File: src/sv/tgc_pkg.sv
// Shared types and constants for the touch gesture classifier.
// Holds the configuration record, the poll item, the result record and code enums.
// No dependencies.
`default_nettype none
package tgc_pkg;

	localparam int CoordW    = 12;              // coordinate width (8..15)
	localparam int SizeW     = CoordW + 1;      // panel and screen size registers
	localparam int TimeW     = 32;
	localparam int HoldW     = 16;
	localparam int CountW    = 4;
	localparam int CfgIdxW   = 3;
	localparam int CfgDataW  = 16;
	localparam int GestW     = 3;

	localparam logic [CoordW-1:0] CoordMax = {CoordW{1'b1}};
	localparam logic [SizeW-1:0]  SizeReset = SizeW'(1 << CoordW);
	localparam logic [HoldW-1:0]  LongPressReset = HoldW'(600);
	localparam logic [CoordW-1:0] TapSlopReset = CoordW'(24);
	localparam logic [CoordW-1:0] SwipeMinReset = CoordW'(60);

	typedef enum logic [GestW-1:0] {
		GEST_NONE  = 3'd0,
		GEST_TAP   = 3'd1,
		GEST_LONG  = 3'd2,
		GEST_LEFT  = 3'd3,
		GEST_RIGHT = 3'd4,
		GEST_UP    = 3'd5,
		GEST_DOWN  = 3'd6
	} gesture_t;

	typedef enum logic [CfgIdxW-1:0] {
		CFG_ORIENT     = 3'd0,
		CFG_NATIVE_W   = 3'd1,
		CFG_NATIVE_H   = 3'd2,
		CFG_SCREEN_W   = 3'd3,
		CFG_SCREEN_H   = 3'd4,
		CFG_LONG_PRESS = 3'd5,
		CFG_TAP_SLOP   = 3'd6,
		CFG_SWIPE_MIN  = 3'd7
	} cfg_reg_t;

	typedef struct packed {
		logic [2:0]        orientation;
		logic [SizeW-1:0]  native_width;
		logic [SizeW-1:0]  native_height;
		logic [SizeW-1:0]  screen_width;
		logic [SizeW-1:0]  screen_height;
		logic [HoldW-1:0]  hold_thresh;
		logic [CoordW-1:0] slop_limit;
		logic [CoordW-1:0] swipe_travel;
	} cfg_t;

	typedef struct packed {
		logic              contact;
		logic              read_ok;
		logic [CountW-1:0] point_count;
		logic [CoordW-1:0] raw_x;
		logic [CoordW-1:0] raw_y;
		logic [TimeW-1:0]  now_ms;
	} poll_t;

	typedef struct packed {
		gesture_t          gesture;
		logic [CoordW-1:0] event_x;
		logic [CoordW-1:0] event_y;
		logic [TimeW-1:0]  activity_ms;
	} result_t;

endpackage
`default_nettype wire

File: src/sv/tgc_map.sv
// Maps one raw point to screen space: optional inversion, swap, then clamp.
// Pure combinational; depends on tgc_pkg.
`default_nettype none
module tgc_map (
	input  var tgc_pkg::cfg_t                  cfg,
	input  var logic [tgc_pkg::CoordW-1:0]     raw_x,
	input  var logic [tgc_pkg::CoordW-1:0]     raw_y,
	output logic     [tgc_pkg::CoordW-1:0]     map_x,
	output logic     [tgc_pkg::CoordW-1:0]     map_y
);
	import tgc_pkg::*;

	localparam int SW = CoordW + 3;

	logic signed [SW-1:0] inv_x, inv_y, sel_x, sel_y;

	// clamp a signed value to [0, min(size-1, CoordMax)], size 0 acts as 1
	function automatic logic [CoordW-1:0] clamp_coord(input logic signed [SW-1:0] v,
		input logic [SizeW-1:0] size);
		logic [SizeW-1:0]  hi_full;
		logic [CoordW-1:0] hi;
		logic [CoordW-1:0] res;
		hi_full = (size == '0) ? '0 : size - SizeW'(1);
		hi = (hi_full > SizeW'(CoordMax)) ? CoordMax : hi_full[CoordW-1:0];
		if (v < 0)
			res = '0;
		else if (v > $signed({3'b000, hi}))
			res = hi;
		else
			res = v[CoordW-1:0];
		return res;
	endfunction

	always_comb begin
		inv_x = $signed({3'b000, raw_x});
		inv_y = $signed({3'b000, raw_y});
		if (cfg.orientation[0])
			inv_x = $signed({2'b00, cfg.native_width}) - SW'(1) - $signed({3'b000, raw_x});
		if (cfg.orientation[1])
			inv_y = $signed({2'b00, cfg.native_height}) - SW'(1) - $signed({3'b000, raw_y});
		if (cfg.orientation[2]) begin
			sel_x = inv_y;
			sel_y = inv_x;
		end else begin
			sel_x = inv_x;
			sel_y = inv_y;
		end
		map_x = clamp_coord(sel_x, cfg.screen_width);
		map_y = clamp_coord(sel_y, cfg.screen_height);
	end

endmodule
`default_nettype wire

File: src/sv/tgc_track.sv
// Contact tracker: press/latest position state, hold timing and gesture decision.
// Updates state on each processed poll; depends on tgc_pkg.
`default_nettype none
module tgc_track (
	input  var logic                           clk,
	input  var logic                           arst_n,
	input  var logic                           adv,
	input  var tgc_pkg::cfg_t                  cfg,
	input  var tgc_pkg::poll_t                 poll,
	input  var logic [tgc_pkg::CoordW-1:0]     map_x,
	input  var logic [tgc_pkg::CoordW-1:0]     map_y,
	output tgc_pkg::result_t                   res
);
	import tgc_pkg::*;

	logic              pressed_q;
	logic [CoordW-1:0] press_x_q, press_y_q, latest_x_q, latest_y_q;
	logic [TimeW-1:0]  press_time_q, activity_q;

	logic              pt_valid, release_ev;
	logic signed [CoordW:0] dx, dy, ndx, ndy;
	logic [CoordW-1:0] adx, ady;
	logic [TimeW-1:0]  held;
	gesture_t          kind;

	assign pt_valid   = poll.contact && poll.read_ok &&
		(poll.point_count == CountW'(1) || poll.point_count == CountW'(2));
	assign release_ev = !poll.contact && pressed_q;

	always_comb begin
		dx   = $signed({1'b0, latest_x_q}) - $signed({1'b0, press_x_q});
		dy   = $signed({1'b0, latest_y_q}) - $signed({1'b0, press_y_q});
		ndx  = -dx;
		ndy  = -dy;
		adx  = dx[CoordW] ? ndx[CoordW-1:0] : dx[CoordW-1:0];
		ady  = dy[CoordW] ? ndy[CoordW-1:0] : dy[CoordW-1:0];
		held = poll.now_ms - press_time_q;

		if (adx < cfg.slop_limit && ady < cfg.slop_limit)
			kind = (held >= TimeW'(cfg.hold_thresh)) ? GEST_LONG : GEST_TAP;
		else if (adx > ady && adx >= cfg.swipe_travel)
			kind = dx[CoordW] ? GEST_LEFT : GEST_RIGHT;
		else if (ady >= cfg.swipe_travel)
			kind = dy[CoordW] ? GEST_UP : GEST_DOWN;
		else
			kind = GEST_TAP;

		res.gesture     = release_ev ? kind : GEST_NONE;
		res.event_x     = release_ev ? press_x_q : '0;
		res.event_y     = release_ev ? press_y_q : '0;
		res.activity_ms = (pt_valid || release_ev) ? poll.now_ms : activity_q;
	end

	always_ff @(posedge clk or negedge arst_n) begin
		if (!arst_n) begin
			pressed_q    <= 1'b0;
			press_x_q    <= '0;
			press_y_q    <= '0;
			latest_x_q   <= '0;
			latest_y_q   <= '0;
			press_time_q <= '0;
			activity_q   <= '0;
		end else if (adv) begin
			if (pt_valid) begin
				latest_x_q <= map_x;
				latest_y_q <= map_y;
				activity_q <= poll.now_ms;
				if (!pressed_q) begin
					pressed_q    <= 1'b1;
					press_x_q    <= map_x;
					press_y_q    <= map_y;
					press_time_q <= poll.now_ms;
				end
			end else if (release_ev) begin
				pressed_q  <= 1'b0;
				activity_q <= poll.now_ms;
			end
		end
	end

`ifndef SYNTHESIS
	a_release_clears: assert property (@(posedge clk) disable iff (!arst_n)
		adv && !poll.contact |=> !pressed_q)
		else $error("pressed still set after release");
	a_point_presses: assert property (@(posedge clk) disable iff (!arst_n)
		adv && pt_valid |=> pressed_q && latest_x_q == $past(map_x))
		else $error("valid point did not register a press");
	a_gesture_needs_press: assert property (@(posedge clk) disable iff (!arst_n)
		res.gesture != GEST_NONE |-> pressed_q && !poll.contact)
		else $error("gesture without a pressed contact");
`endif

endmodule
`default_nettype wire

File: src/sv/touch_gesture_classifier_top.sv
// Top level of the touch gesture classifier: config registers, poll register,
// mapper, tracker and result register. Depends on tgc_pkg, tgc_map, tgc_track.
`default_nettype none
// Usage:
//   Polls enter on in_valid/in_ready; each transaction carries contact, read_ok,
//   point_count, raw_x, raw_y and now_ms. Every poll yields exactly one result
//   transaction on out_valid/out_ready: gesture, event_x, event_y, activity_ms.
//   Configuration is written through cfg_we/cfg_index/cfg_data, one register per
//   cycle, while no poll is in flight.
//   Dataflow: a poll accepted on in_valid/in_ready is held in the poll register,
//   mapped and classified from there, and its result is loaded into the result register.
//   Throughput: one poll per cycle while results are taken; the whole decision is a short compare path
//   between the poll register and the result register.
//   Stall: when out_ready is low the result register holds; the poll register
//   still takes one more transaction, after which in_ready drops until the
//   result is taken. Nothing is lost or repeated.
//   Reset: arst_n clears the contact state, empties both registers and loads the
//   configuration defaults (no rotation, 4096 x 4096 panel and screen,
//   600 ms long press, 24 px tap slop, 60 px swipe minimum).
module touch_gesture_classifier_top (
	input  var logic                              clk,
	input  var logic                              arst_n,
	input  var logic                              cfg_we,
	input  var logic [tgc_pkg::CfgIdxW-1:0]       cfg_index,
	input  var logic [tgc_pkg::CfgDataW-1:0]      cfg_data,
	input  var logic                              in_valid,
	output logic                                  in_ready,
	input  var logic                              contact,
	input  var logic                              read_ok,
	input  var logic [tgc_pkg::CountW-1:0]        point_count,
	input  var logic [tgc_pkg::CoordW-1:0]        raw_x,
	input  var logic [tgc_pkg::CoordW-1:0]        raw_y,
	input  var logic [tgc_pkg::TimeW-1:0]         now_ms,
	output logic                                  out_valid,
	input  var logic                              out_ready,
	output logic [tgc_pkg::GestW-1:0]             gesture,
	output logic [tgc_pkg::CoordW-1:0]            event_x,
	output logic [tgc_pkg::CoordW-1:0]            event_y,
	output logic [tgc_pkg::TimeW-1:0]             activity_ms
);
	import tgc_pkg::*;

	cfg_t              cfg_q;
	poll_t             poll_s1;
	logic              valid_s1;
	result_t           res_s2;
	logic              valid_s2;
	result_t           res;
	logic              adv;
	logic [CoordW-1:0] map_x, map_y;

	assign adv      = valid_s1 && (!valid_s2 || out_ready);
	assign in_ready = !valid_s1 || adv;

	always_ff @(posedge clk or negedge arst_n) begin
		if (!arst_n) begin
			cfg_q.orientation   <= '0;
			cfg_q.native_width  <= SizeReset;
			cfg_q.native_height <= SizeReset;
			cfg_q.screen_width  <= SizeReset;
			cfg_q.screen_height <= SizeReset;
			cfg_q.hold_thresh   <= LongPressReset;
			cfg_q.slop_limit    <= TapSlopReset;
			cfg_q.swipe_travel  <= SwipeMinReset;
		end else if (cfg_we) begin
			case (cfg_reg_t'(cfg_index))
				CFG_ORIENT:     cfg_q.orientation   <= cfg_data[2:0];
				CFG_NATIVE_W:   cfg_q.native_width  <= cfg_data[SizeW-1:0];
				CFG_NATIVE_H:   cfg_q.native_height <= cfg_data[SizeW-1:0];
				CFG_SCREEN_W:   cfg_q.screen_width  <= cfg_data[SizeW-1:0];
				CFG_SCREEN_H:   cfg_q.screen_height <= cfg_data[SizeW-1:0];
				CFG_LONG_PRESS: cfg_q.hold_thresh   <= cfg_data[HoldW-1:0];
				CFG_TAP_SLOP:   cfg_q.slop_limit    <= cfg_data[CoordW-1:0];
				CFG_SWIPE_MIN:  cfg_q.swipe_travel  <= cfg_data[CoordW-1:0];
				default: ;
			endcase
		end
	end

	// poll register
	always_ff @(posedge clk or negedge arst_n) begin
		if (!arst_n) begin
			valid_s1 <= 1'b0;
		end else if (in_ready) begin
			valid_s1 <= in_valid;
		end
	end

	always_ff @(posedge clk) begin
		if (in_valid && in_ready) begin
			poll_s1.contact     <= contact;
			poll_s1.read_ok     <= read_ok;
			poll_s1.point_count <= point_count;
			poll_s1.raw_x       <= raw_x;
			poll_s1.raw_y       <= raw_y;
			poll_s1.now_ms      <= now_ms;
		end
	end

	tgc_map u_map (
		.cfg   (cfg_q),
		.raw_x (poll_s1.raw_x),
		.raw_y (poll_s1.raw_y),
		.map_x (map_x),
		.map_y (map_y)
	);

	tgc_track u_track (
		.clk    (clk),
		.arst_n (arst_n),
		.adv    (adv),
		.cfg    (cfg_q),
		.poll   (poll_s1),
		.map_x  (map_x),
		.map_y  (map_y),
		.res    (res)
	);

	// result register
	always_ff @(posedge clk or negedge arst_n) begin
		if (!arst_n) begin
			valid_s2 <= 1'b0;
		end else if (adv) begin
			valid_s2 <= 1'b1;
		end else if (out_ready) begin
			valid_s2 <= 1'b0;
		end
	end

	always_ff @(posedge clk) begin
		if (adv)
			res_s2 <= res;
	end

	assign out_valid   = valid_s2;
	assign gesture     = res_s2.gesture;
	assign event_x     = res_s2.event_x;
	assign event_y     = res_s2.event_y;
	assign activity_ms = res_s2.activity_ms;

endmodule
`default_nettype wire
File: config.mk
export PLATFORM = sky130hd
export DESIGN_NAME = touch_gesture_classifier_top
export DESIGN_NICKNAME = d
export VERILOG_FILES = /design/src/sv/tgc_pkg.sv /design/src/sv/tgc_map.sv /design/src/sv/tgc_track.sv /design/src/sv/touch_gesture_classifier_top.sv
export SDC_FILE = /design/constraint.sdc
export NUM_CORES = 1
export LEC_CHECK = 0
export BUFFER_PORTS_ARGS = -buffer_cell sky130_fd_sc_hd__buf_4
export CAP_MARGIN = 30
export CORE_ASPECT_RATIO = 0.6
export CORE_UTILIZATION = 60
export CTS_CLUSTER_DIAMETER = 50
export DETAILED_ROUTE_END_ITERATION = 16
export PLACE_DENSITY_LB_ADDON = 0.25
export SLEW_MARGIN = 40
export SYNTH_ARGS = -nofsm -noshare
export SYNTH_HDL_FRONTEND = slang
export SYNTH_SLANG_ARGS = --single-unit
File: constraint.sdc
create_clock -name clk -period 7.5 [get_ports clk]
set_input_delay 0.75 -clock clk [delete_from_list [all_inputs] [get_ports clk]]
set_output_delay 0.75 -clock clk [all_outputs]
set_load 0.02 [all_outputs]
==> results of run 1 <==
==> power by group through the flow <==
stage	sequential (mW)	clock, mW	combinational (mW)
finish	2.70	1.52	7.07
global route	2.76	1.61	7.83
CTS	2.70	1.54	6.89
detailed placement	2.73	0	6.81
global placement	2.70	0	6.53
floorplan	2.70	0	4.91
==> stage by stage <==
stage               setup slack [ns]  instance area, sq um
floorplan                       2.15                 20800
global placement                1.72                 22400
detailed placement              1.40                 22500
CTS                             1.39                 23400
global route                   0.821                 23500
finish                          1.38                 23500
==> synthesized netlist by cell type (all sizes together) (10+ instances only) <==
| master | n | share of area (%) |
|---|---|---|
| a21o | 32 | 1.2 |
| nand4 | 18 | 0.54 |
| o211ai | 11 | 0.40 |
| xnor2 | 66 | 2.8 |
| mux2i | 51 | 2.5 |
| nand2 | 154 | 2.8 |
| nor3 | 36 | 0.91 |
| dfrtp | 196 | 24 |
| inv | 181 | 3.3 |
| nand2b | 27 | 0.81 |
| a211oi | 16 | 0.58 |
| or4 | 10 | 0.38 |
| o22ai | 19 | 0.57 |
| mux2 | 157 | 8.5 |
| a21oi | 89 | 2.1 |
| a211o | 11 | 0.46 |
| nor2b | 32 | 1.0 |
| buf | 11 | 0.32 |
| nor2 | 94 | 1.7 |
| and2 | 31 | 0.93 |
| clkbuf | 43 | 0.78 |
| xor2 | 47 | 2.0 |
| ha | 181 | 11 |
| edfxtp | 121 | 17 |
| a31oi | 14 | 0.42 |
| o21a | 23 | 0.83 |
| o21ai | 128 | 3.1 |
| a22o | 19 | 0.80 |
| nand3 | 21 | 0.53 |
| or3 | 10 | 0.31 |
| dfstp | 14 | 1.8 |
==> cells by family (layout without fill, tap and decap cells) <==
kind of cell | count (synthesis) | after routing | share of synthesized area, %
flip-flops | 331 | 331 | 42.8
AO/OA/AOI/OAI | 434 | 434 | 13.5
adder cells (fa/ha/maj) | 187 | 187 | 11.4
AND/OR/NAND/NOR | 489 | 489 | 12.1
XOR/XNOR | 113 | 113 | 4.76
multiplexers | 208 | 208 | 11.0
buffers and inverters | 236 | 401 | 4.39
==> sequential cells by signal, indices dropped and copies added (netlist names) <==
name and cells:
u_track.latest_x_q 12, event_y 12, u_track.press_time_q 32, out_valid 1
gesture 3, u_track.activity_q 32, valid_s1 1, u_track.press_y_q 12
poll_s1 62, cfg_q 95, event_x 12, u_track.latest_y_q 12
u_track.pressed_q 1, activity_ms 32, u_track.press_x_q 12
==> critical path, stage by stage, from the launching register on <==
cell and delay [ns]:
dfrtp_1 0.38, inv_1 0.07, ha_1 0.18, inv_1 0.06, fa_1 0.40, a21o_1 0.19, a21oi_1 0.22, nor2b_1 0.11
or4_1 0.40, o311ai_0 0.22, nand3b_1 0.18, or3b_2 0.49, o31ai_1 0.45, xnor2_1 0.23, ha_1 0.30, and4_1 0.21
a211oi_1 0.26, nand3_1 0.10, a31oi_1 0.16, nand4_1 0.18, nor4b_1 0.32, nand3_1 0.13, nor4_1 0.31, nand4_1 0.16
o211a_1 0.16
==> path summary, 6_finish.rpt <==
kind                                   startpoint  depth (start not counted)  slack, ns                endpoint
max in group asynchronous                  arst_n                          2       6.22   u_track.latest_x_q[8]
min                                        arst_n                          1       0.15  u_track.activity_q[26]
min reg2reg                u_track.latest_x_q[10]                          2       0.49  u_track.latest_x_q[10]
max                         u_track.latest_y_q[0]                         24       1.38              gesture[1]
min in group clk                        now_ms[9]                          1       0.34              poll_s1[9]
max reg2reg                 u_track.latest_y_q[0]                         24       1.38              gesture[1]
==> per-layer routing <==
layer	part of all wire [%]	vias to the layer above	track usage [%]
met2	40	594	44.9
met3	11	70	12.1
met4	1.7	4	5.79
met1	47	7792	50.2
li1	-	7469	-
met5	0.046	-	0
==> layout make-up <==
cell class	instances	area, sq um
multi-input combinational	1431	11000
fill	2552	10400
sequential	331	8910
timing repair buffer	164	1290
clock buffer	39	836
inverter	182	683
tap	459	574
clock inverter	16	119
==> impl_results.md, run 1 <==
* Status: finished clean
* Post-Syn Instances at 1998
* Net Switching at 5.13 mW
* Endpoints failing setup at 0
* Critical Path RT at 7.83 ns
* Die area at 35400 sq um
* Worst Hold Class: input port to asynchronous set/reset pin
* CTS max path bufs at 3
* Core ar. at 33900 sq um
* Synthesized cell area at 20800 sq um
* Clock network fraction of total power at 13.5%
* DRC viols at 0
* Sequential area share after synthesis at 42.8%
* DPL Wire Length at 44500 um
* Setup crit end kind: flop
* PD cells at 482 nW/um^2
* Clock sink total at 331
* Post-DRT Antenna Nets at 0
* Final min period at 6.12 ns
* Total Wirelength at 58200 um
* Final Util at 69.2%
* Fin. max-slew vios at 0
* Worst-path clk slew at 0.07 ns
* Clock Latency Late Sink at 0.58 ns
* Root Driver: clkbuf_16
* Initial DRC Count at 1380
* Syn_nets at 2270
* Logic pwr share at 62.6%
* Synth async-reset ratio at 63.4%
* Input/output buffers at 146
* Area Overhead vs Synth at 12.8%
* Sequential power share at 23.9%
* WHS at 0.152 ns
* Total Power at 11.3 mW
* Peak Freq at 0.163 GHz
* Post-synth EDFFs at 121
* Routed wire per std cell at 22.2 um
* Initial antenna violation count at 5
* Largest net degree at the start of global routing at 82
* Main synth FF type: dfrtp_1
* FP Rows at 52
* Vias in the first global route at 15600
* Initial Utilization at 61.3%
* Final Non-Filler Cells at 2622
* Cell Count Post-Placement at 2567
* Setup_tns at 0 ns
* Placer Congestion at 1.02
* Drt pass-1 iters at 5
* CTS Buf Count at 30
* GRT Total Usage at 33.0%
* ANT cells at 0
* # resized after CTS at 0
* Least-Margin Pin Slew at 0.838 ns
* Mean Syn Cell Area at 10.4 sq um
* Fin crit share at 81.6%
* Hold Vio Cnt, Final at 0
* MaxCap Viol Count at 0
* NumNets Final at 2412
* Max_slew headroom at 43.8%
* Commonest non-fill, non-tap cells in the layout: dfrtp_1 (196), ha_1 (181), inv_1 (180)
* Synth unique cells at 86
* Post-CTS setup buffer count at 0
* Via count at 15900
* CP Launch Type: flop
* Die Y at 146 um
* VDD IR max at 0.404 mV
* Crit-path max FO at 3
* H-Tree Level Count at 1
* Arr. time, crit path at 6.45 ns
* Switch share at 45.4%
* Int Power at 6.17 mW
* Post-CTS Hold Buffers at 0
* Ys Warns at 0
* Most common cell after layout, fill and taps aside: dfrtp_1
* First-pass GRT wire length at 90100 um
* DR vias/cell at 6.08
* Clk_skew at 0.0158 ns
* CTS tree: done
* Grt ovf at 0
* Fraction of layout cells with a size suffix above 1 at 19.7%
* Yosys reg bits at 331
* Critical path class: flop to flop
* Static leakage power at 10.6 nW
* Num ports at 147
* RSZ-0062 raised after global routing: false
* Die width at 242 um
Note: power is estimated with default switching activity, not from simulation.
==> run 2, diff against run 1 <==
--- a/config.mk
+++ b/config.mk
@@ -5,10 +5,11 @@
 export SDC_FILE = /design/constraint.sdc
 export NUM_CORES = 1
 export LEC_CHECK = 0
+export ABC_AREA = 1
 export BUFFER_PORTS_ARGS = -buffer_cell sky130_fd_sc_hd__buf_4
 export CAP_MARGIN = 30
 export CORE_ASPECT_RATIO = 0.6
-export CORE_UTILIZATION = 60
+export CORE_UTILIZATION = 56
 export CTS_CLUSTER_DIAMETER = 50
 export DETAILED_ROUTE_END_ITERATION = 16
 export PLACE_DENSITY_LB_ADDON = 0.25
==> constraint.sdc (replaced) <==
create_clock -name clk -period 5 [get_ports clk]
set_input_delay 0.5 -clock clk [delete_from_list [all_inputs] [get_ports clk]]
set_output_delay 0.5 -clock clk [all_outputs]
set_load 0.02 [all_outputs]
==> run 2 against run 1 <==
First-iteration DRC count grew 39%. Synthesized cell count grew 36%. Sequential share of layout area shrank 1.5 points. Clock-buffer cell count grew 13. Fmax grew 32%. Die area grew 10%. Via count grew 18%. Global-route usage shrank 1.0 points. Area after synthesis grew 3.1%. Clock skew grew 0.0088 ns. Largest cell class unchanged. Highest routed layer is now met4.
==> impl_results.md, run 2 <==
* Status: finished clean
* Final Util at 64.7%
* CP Launch Type: flop
* Synthesized cell area at 21400 sq um
* Simple-Gate Fraction of Synth Area at 22.2%
* CTS max path bufs at 3
* Top cells by area, synth: dfrtp_1 (23%), edfxtp_1 (17%), nand2_1 (12%), ha_1 (11%), inv_1 (7.4%)
* Critical path class: flop to flop
* Synth Area in Adders at 11.0%
* Hold Vio Cnt, Final at 0
* Routed wire per std cell at 18.3 um
* FP Rows at 55
* DR vias/cell at 5.55
* Synth Area in Compound Gates at 11.9%
* Total Wirelength at 62000 um
* Synth top cells by count: nand2_1 (671), inv_1 (425), o21ai_0 (287), dfrtp_1 (196), ha_1 (181)
* ANT cells at 0
* Post-Syn Instances at 2714
* CTS tree: done
* Endpoints failing setup at 0
* Largest family of logic cells by synthesized area: simple AND/OR/NAND/NOR gates
* RSZ-0062 raised after global routing: false
* Count leader, synth: nand2_1
* Most common cell after layout, fill and taps aside: nand2_1
* Peak Freq at 0.216 GHz
* Critical Path RT at 5.32 ns
* Least-Margin Pin Slew at 0.793 ns
* Filler cells at 3265
* GRT Total Usage at 32.0%
* Worst path max stage delay at 0.39 ns
* Largest net degree at the start of global routing at 113
* Setup crit end kind: flop
* Core ar. at 37700 sq um
* First-pass GRT wire length at 96300 um
* Initial antenna violation count at 1
* Share of the synthesized area in the top cell type at 22.9%
* Worst Hold Class: input port to flop
* Initial DRC Count at 1925
* WHS at 0.103 ns
* Drt pass-1 iters at 6
* Crit path max-delay cell type: fa_1
* Hold Crit Endpoint: poll_s1[19]
* Worst hold start: now_ms[19]
* Die area at 39100 sq um
* MaxCap Viol Count at 0
* Post-DRT Antenna Nets at 0
* Fraction of layout cells with a size suffix above 1 at 11.1%
* Num ports at 147
* H-Tree Level Count at 2
* R2R cell count at 29
* Grt ovf at 0
* Clock Latency Late Sink at 0.57 ns
* Area Overhead vs Synth at 13.8%
* Placed cell area at 23100 sq um
* Yosys reg bits at 331
* Input/output buffers at 146
* Max_slew headroom at 47.2%
* Sequential area share after synthesis at 41.5%
* Clock sink total at 331
* Syn_nets at 2986
* Final min period at 4.63 ns
* Mean Syn Cell Area at 7.90 sq um
* Setup_tns at 0 ns
* Post-synth EDFFs at 121
* NumNets Final at 3124
* Fin. max-slew vios at 0
* Footprint of the multi-input gates at 10700 sq um
* Main synth FF type: dfrtp_1
* CP most frequent cell: nand2_1
* Synth async-reset ratio at 63.4%
* Arr. time, crit path at 4.96 ns
* DPL Wire Length at 48100 um
* Synth unique cells at 50
* Synth area leader: dfrtp_1
* Reg2reg setup slack at 0.37 ns
* CTS Buf Count at 38
* Root Driver: clkbuf_16
* Placer Congestion at 0.974
* Hold Path Stages at 1
* Ys Warns at 0
* Register area at 8910 sq um
* Mux contribution to synthesized area at 0%
* Synth Area in XOR/XNOR at 4.41%
* DRC viols at 0
* Clk_skew at 0.0246 ns
* Fin crit share at 92.6%
* Finished Cell Area at 24400 sq um
* Die width at 255 um
* Largest register by flop count: cfg_q
* Vias in the first global route at 17400
* Crit-path max FO at 13
* Reg-to-reg critical path startpoint: u_track.latest_y_q[0]
* Max reg flops at 95
* Reg2reg end: gesture[1]
* Initial Utilization at 56.9%
* Worst-path clk slew at 0.06 ns
* Die Y at 154 um
* Commonest non-fill, non-tap cells in the layout: nand2_1 (669), inv_1 (421), o21ai_0 (283)
* Top flop regs: cfg_q: 95 flops, poll_s1: 62 flops
* Via count at 18800
[run 2: area by class of cell]
cell class / instances / area share [%]
clock buffer: 52 / 4.23
clock inverter: 18 / 0.692
inverter: 429 / 6.60
multi-input combinational: 1884 / 44.0
sequential: 331 / 36.5
tap: 513 / 2.63
timing repair buffer: 168 / 5.36
[run 2: per-layer routing]
layer | track usage (%) | vias to the layer above | part of all wire, %
met5 | 0 | - | 0
met4 | 5.82 | 0 | 1.5
met3 | 6.43 | 72 | 10
met2 | 42.2 | 762 | 39
met1 | 53.1 | 8889 | 50
li1 | - | 9113 | -
[run 2: how the worst max path moves through the flow]
| stage | from | depth (start not counted) | end |
|---|---|---|---|
| 5_1_grt | u_track.latest_y_q[0] | 29 | gesture[1] |
| 2_1_floorplan | u_track.latest_y_q[0] | 27 | gesture[0] |
| 4_1_cts | cfg_q[79] | 26 | u_track.latest_y_q[1] |
| 6_report | u_track.latest_y_q[0] | 29 | gesture[1] |
| 3_3_place_gp | cfg_q[79] | 26 | u_track.press_y_q[0] |
| 3_5_place_dp | cfg_q[79] | 26 | u_track.press_y_q[11] |
[run 2: cell families after synthesis]
logic type,after synthesis
AOI/OAI and AO/OA,480
adders and majority gates,186
and+or+nand+nor,1111
buffers and inverters,499
xor gates and xnor gates,107
DFF,331
[run 2: timing repair]
| action | 4_1_cts | 5_1_grt |
|---|---|---|
| hold buffers | 0 | 1 |
| endpoints found under the setup margin | 0 | 50 |
| endpoints found under the hold margin | 0 | 22 |
| buffers inserted | 0 | 2 |
| resized for setup | 0 | 16 |
[run 2: metrics by stage]
stage | setup slack [ns] | std cells
3_3_place_gp | 0.289 | 3321
6_report | 0.368 | 3395
4_1_cts | 0.242 | 3391
5_1_grt | 0.00415 | 3395
2_1_floorplan | 1.05 | 2714
3_5_place_dp | 0.258 | 3321
[run 2: critical path: cells and delay by family, from the launching register on]
family | cells | cell delay [ns]
AOI/OAI and AO/OA | 8 | 1.33
and+or+nand+nor | 12 | 1.15
adders and majority gates | 3 | 0.83
buffers and inverters | 5 | 0.55
DFF | 1 | 0.37
xor gates and xnor gates | 1 | 0.17
Power of run 2 is not shown: default switching activity piles up to over one toggle a cycle in this logic, so the estimate is an artifact.
==> run 3, diff against run 2 <==
--- a/config.mk
+++ b/config.mk
@@ -9,7 +9,7 @@
 export BUFFER_PORTS_ARGS = -buffer_cell sky130_fd_sc_hd__buf_4
 export CAP_MARGIN = 30
 export CORE_ASPECT_RATIO = 0.6
-export CORE_UTILIZATION = 56
+export CORE_UTILIZATION = 60
 export CTS_CLUSTER_DIAMETER = 50
 export DETAILED_ROUTE_END_ITERATION = 16
 export PLACE_DENSITY_LB_ADDON = 0.25
==> constraint.sdc (replaced) <==
create_clock -name clk -period 5.2 [get_ports clk]
set_input_delay 0.52 -clock clk [delete_from_list [all_inputs] [get_ports clk]]
set_output_delay 0.52 -clock clk [all_outputs]
set_load 0.02 [all_outputs]
==> run 3 against run 2 <==
Die area shrank 6.6%. Sequential share of layout area increased by 0.28 points. Clock-buffer cell count is 4 lower. Highest routed layer unchanged. Final area decreased by 0.76%. Cell count fell by 1.6%. Routed wire length is 0.44% higher. Via count shrank 0.22%. Largest cell class unchanged.
==> impl_results.md, run 3 (synthesis gave the netlist of run 2 again) <==
* Hold Path Stages at 1
* Vias in the first global route at 16800
* Max reg flops at 95
* Endpoints failing setup at 0
* Area Overhead vs Synth at 13.0%
* Final Util at 69.0%
* Die area at 36500 sq um
* Fraction of layout cells with a size suffix above 1 at 10.4%
* CP most frequent cell: nand2_1
* Post-CTS setup buffer count at 0
* DRC viols at 0
* Num ports at 147
* Crit path max-delay cell type: nor3_1
* Reg2reg end: gesture[0]
* Root Driver: clkbuf_16
* Hold Crit Endpoint: poll_s1[11]
* Critical Path RT at 5.49 ns
* Drt pass-1 iters at 6
* Largest net degree at the start of global routing at 115
* Routed wire per std cell at 18.6 um
* Initial DRC Count at 2085
* DPL Wire Length at 48200 um
* Setup crit end kind: flop
* GRT Total Usage at 33.7%
* Top flop regs: cfg_q: 95 flops, poll_s1: 62 flops
* CP Launch Type: flop
* Via count at 18800
* Worst hold start: now_ms[11]
* H-Tree Level Count at 2
* Worst path max stage delay at 0.54 ns
* CTS tree: done
* First-pass GRT wire length at 94100 um
* Core ar. at 35100 sq um
* DR vias/cell at 5.63
* Final min period at 4.79 ns
* Reg2reg setup slack at 0.41 ns
* Max_slew headroom at 47.4%
* Routed met2 length at 24200 um
* Clk_skew at 0.0217 ns
* Initial Utilization at 61.1%
* Hold Vio Cnt, Final at 0
* Clock Latency Late Sink at 0.54 ns
* RSZ-0062 raised after global routing: false
* Initial antenna violation count at 0
* Input/output buffers at 146
* Grt ovf at 0
* Die Y at 148 um
* FP Rows at 53
* Setup_tns at 0 ns
* Reg-to-reg critical path startpoint: u_track.press_x_q[0]
* Peak Freq at 0.209 GHz
* Largest register by flop count: cfg_q
* Placer Congestion at 1.03
* Critical path class: flop to flop
* NumNets Final at 3117
* Most common cell after layout, fill and taps aside: nand2_1
* MaxCap Viol Count at 0
* Met3 wire len at 6780 um
* Fin crit share at 92.1%
* WP buf/inv at 2
* CTS max path bufs at 3
* Post-DRT Antenna Nets at 0
* Met1 WL at 30600 um
* R2R cell count at 25
* Worst Hold Class: input port to flop
* Clock sink total at 331
* CTS Buf Count at 36
* Least-Margin Pin Slew at 0.782 ns
* Cell Count Post-Placement at 3273
* Commonest non-fill, non-tap cells in the layout: nand2_1 (669), inv_1 (422), o21ai_0 (283)
* Top Family by Delay on Critical Path: compound AO/OA/AOI/OAI gates
* Status: finished clean
* Die width at 246 um
* Crit path launch: u_track.press_x_q[0]
* Arr. time, crit path at 5.08 ns
* Top Layer Used: met4
* Crit-path max FO at 12
* Fin. max-slew vios at 0
* Final Non-Filler Cells at 3341
* Worst-path clk slew at 0.07 ns
* Total Wirelength at 62200 um
-- run 3: changes by cell type in the layout (fill, tap and decap cells not counted), sizes merged --
cell / before / now
clkinvlp: 1 / 0
buf: 167 / 161
diode: 0 / 1
clkinv: 10 / 14
inv: 436 / 430
bufinv: 0 / 3
clkbuf: 52 / 49
-- run 3: layout make-up --
class / count / area [sq um]
fillers: 2850 / 10900
multi-input cells: 1884 / 10700
flip-flops and latches: 331 / 8910
inverters: 429 / 1610
repair buffers: 163 / 1260
clock buffers: 48 / 946
well taps: 467 / 584
clock inverters: 18 / 235
diodes: 1 / 2.50
-- run 3: what timing repair did --
action,4_1_cts,5_1_grt
gates resized for setup,0,7
hold buffers,1,0
endpoints found under the setup margin,0,48
endpoints found under the hold margin,37,0
-- run 3: worst max path at each step --
stage,cells after the start,endpoint
3_5_place_dp,31,u_track.press_x_q[0]
3_3_place_gp,31,u_track.press_x_q[0]
6_report,25,gesture[0]
4_1_cts,26,u_track.press_y_q[11]
2_1_floorplan,27,gesture[0]
5_1_grt,28,u_track.press_y_q[0]
-- run 3: layer usage --
metal  global-route usage (%)  vias to the layer above
met1                     55.2                     8833
li1                         -                     9095
met4                     5.78                        0
met2                     44.5                      807
met3                     7.96                       60
met5                        0                        -
-- run 3: worst reg2reg max path, delay by kind of cell (launching register included) --
family / cells / cell delay, ns
and+or+nand+nor: 10 / 1.29
DFF: 1 / 0.41
buffers and inverters: 2 / 0.28
adders and majority gates: 3 / 0.76
AOI/OAI and AO/OA: 10 / 1.80
-- run 3: through the flow --
step / hold slack (ns) / instance area (sq um) / setup WS (ns)
after global routing: 0.122 / 24200 / 0.0666
final: 0.143 / 24200 / 0.411
after global placement: 0.466 / 23000 / 0.460
after CTS: 0.127 / 24200 / 0.293
after floorplan: 0.224 / 21400 / 1.25
after detailed placement: 0.470 / 23000 / 0.348
Power of run 3 is left out for the same reason.
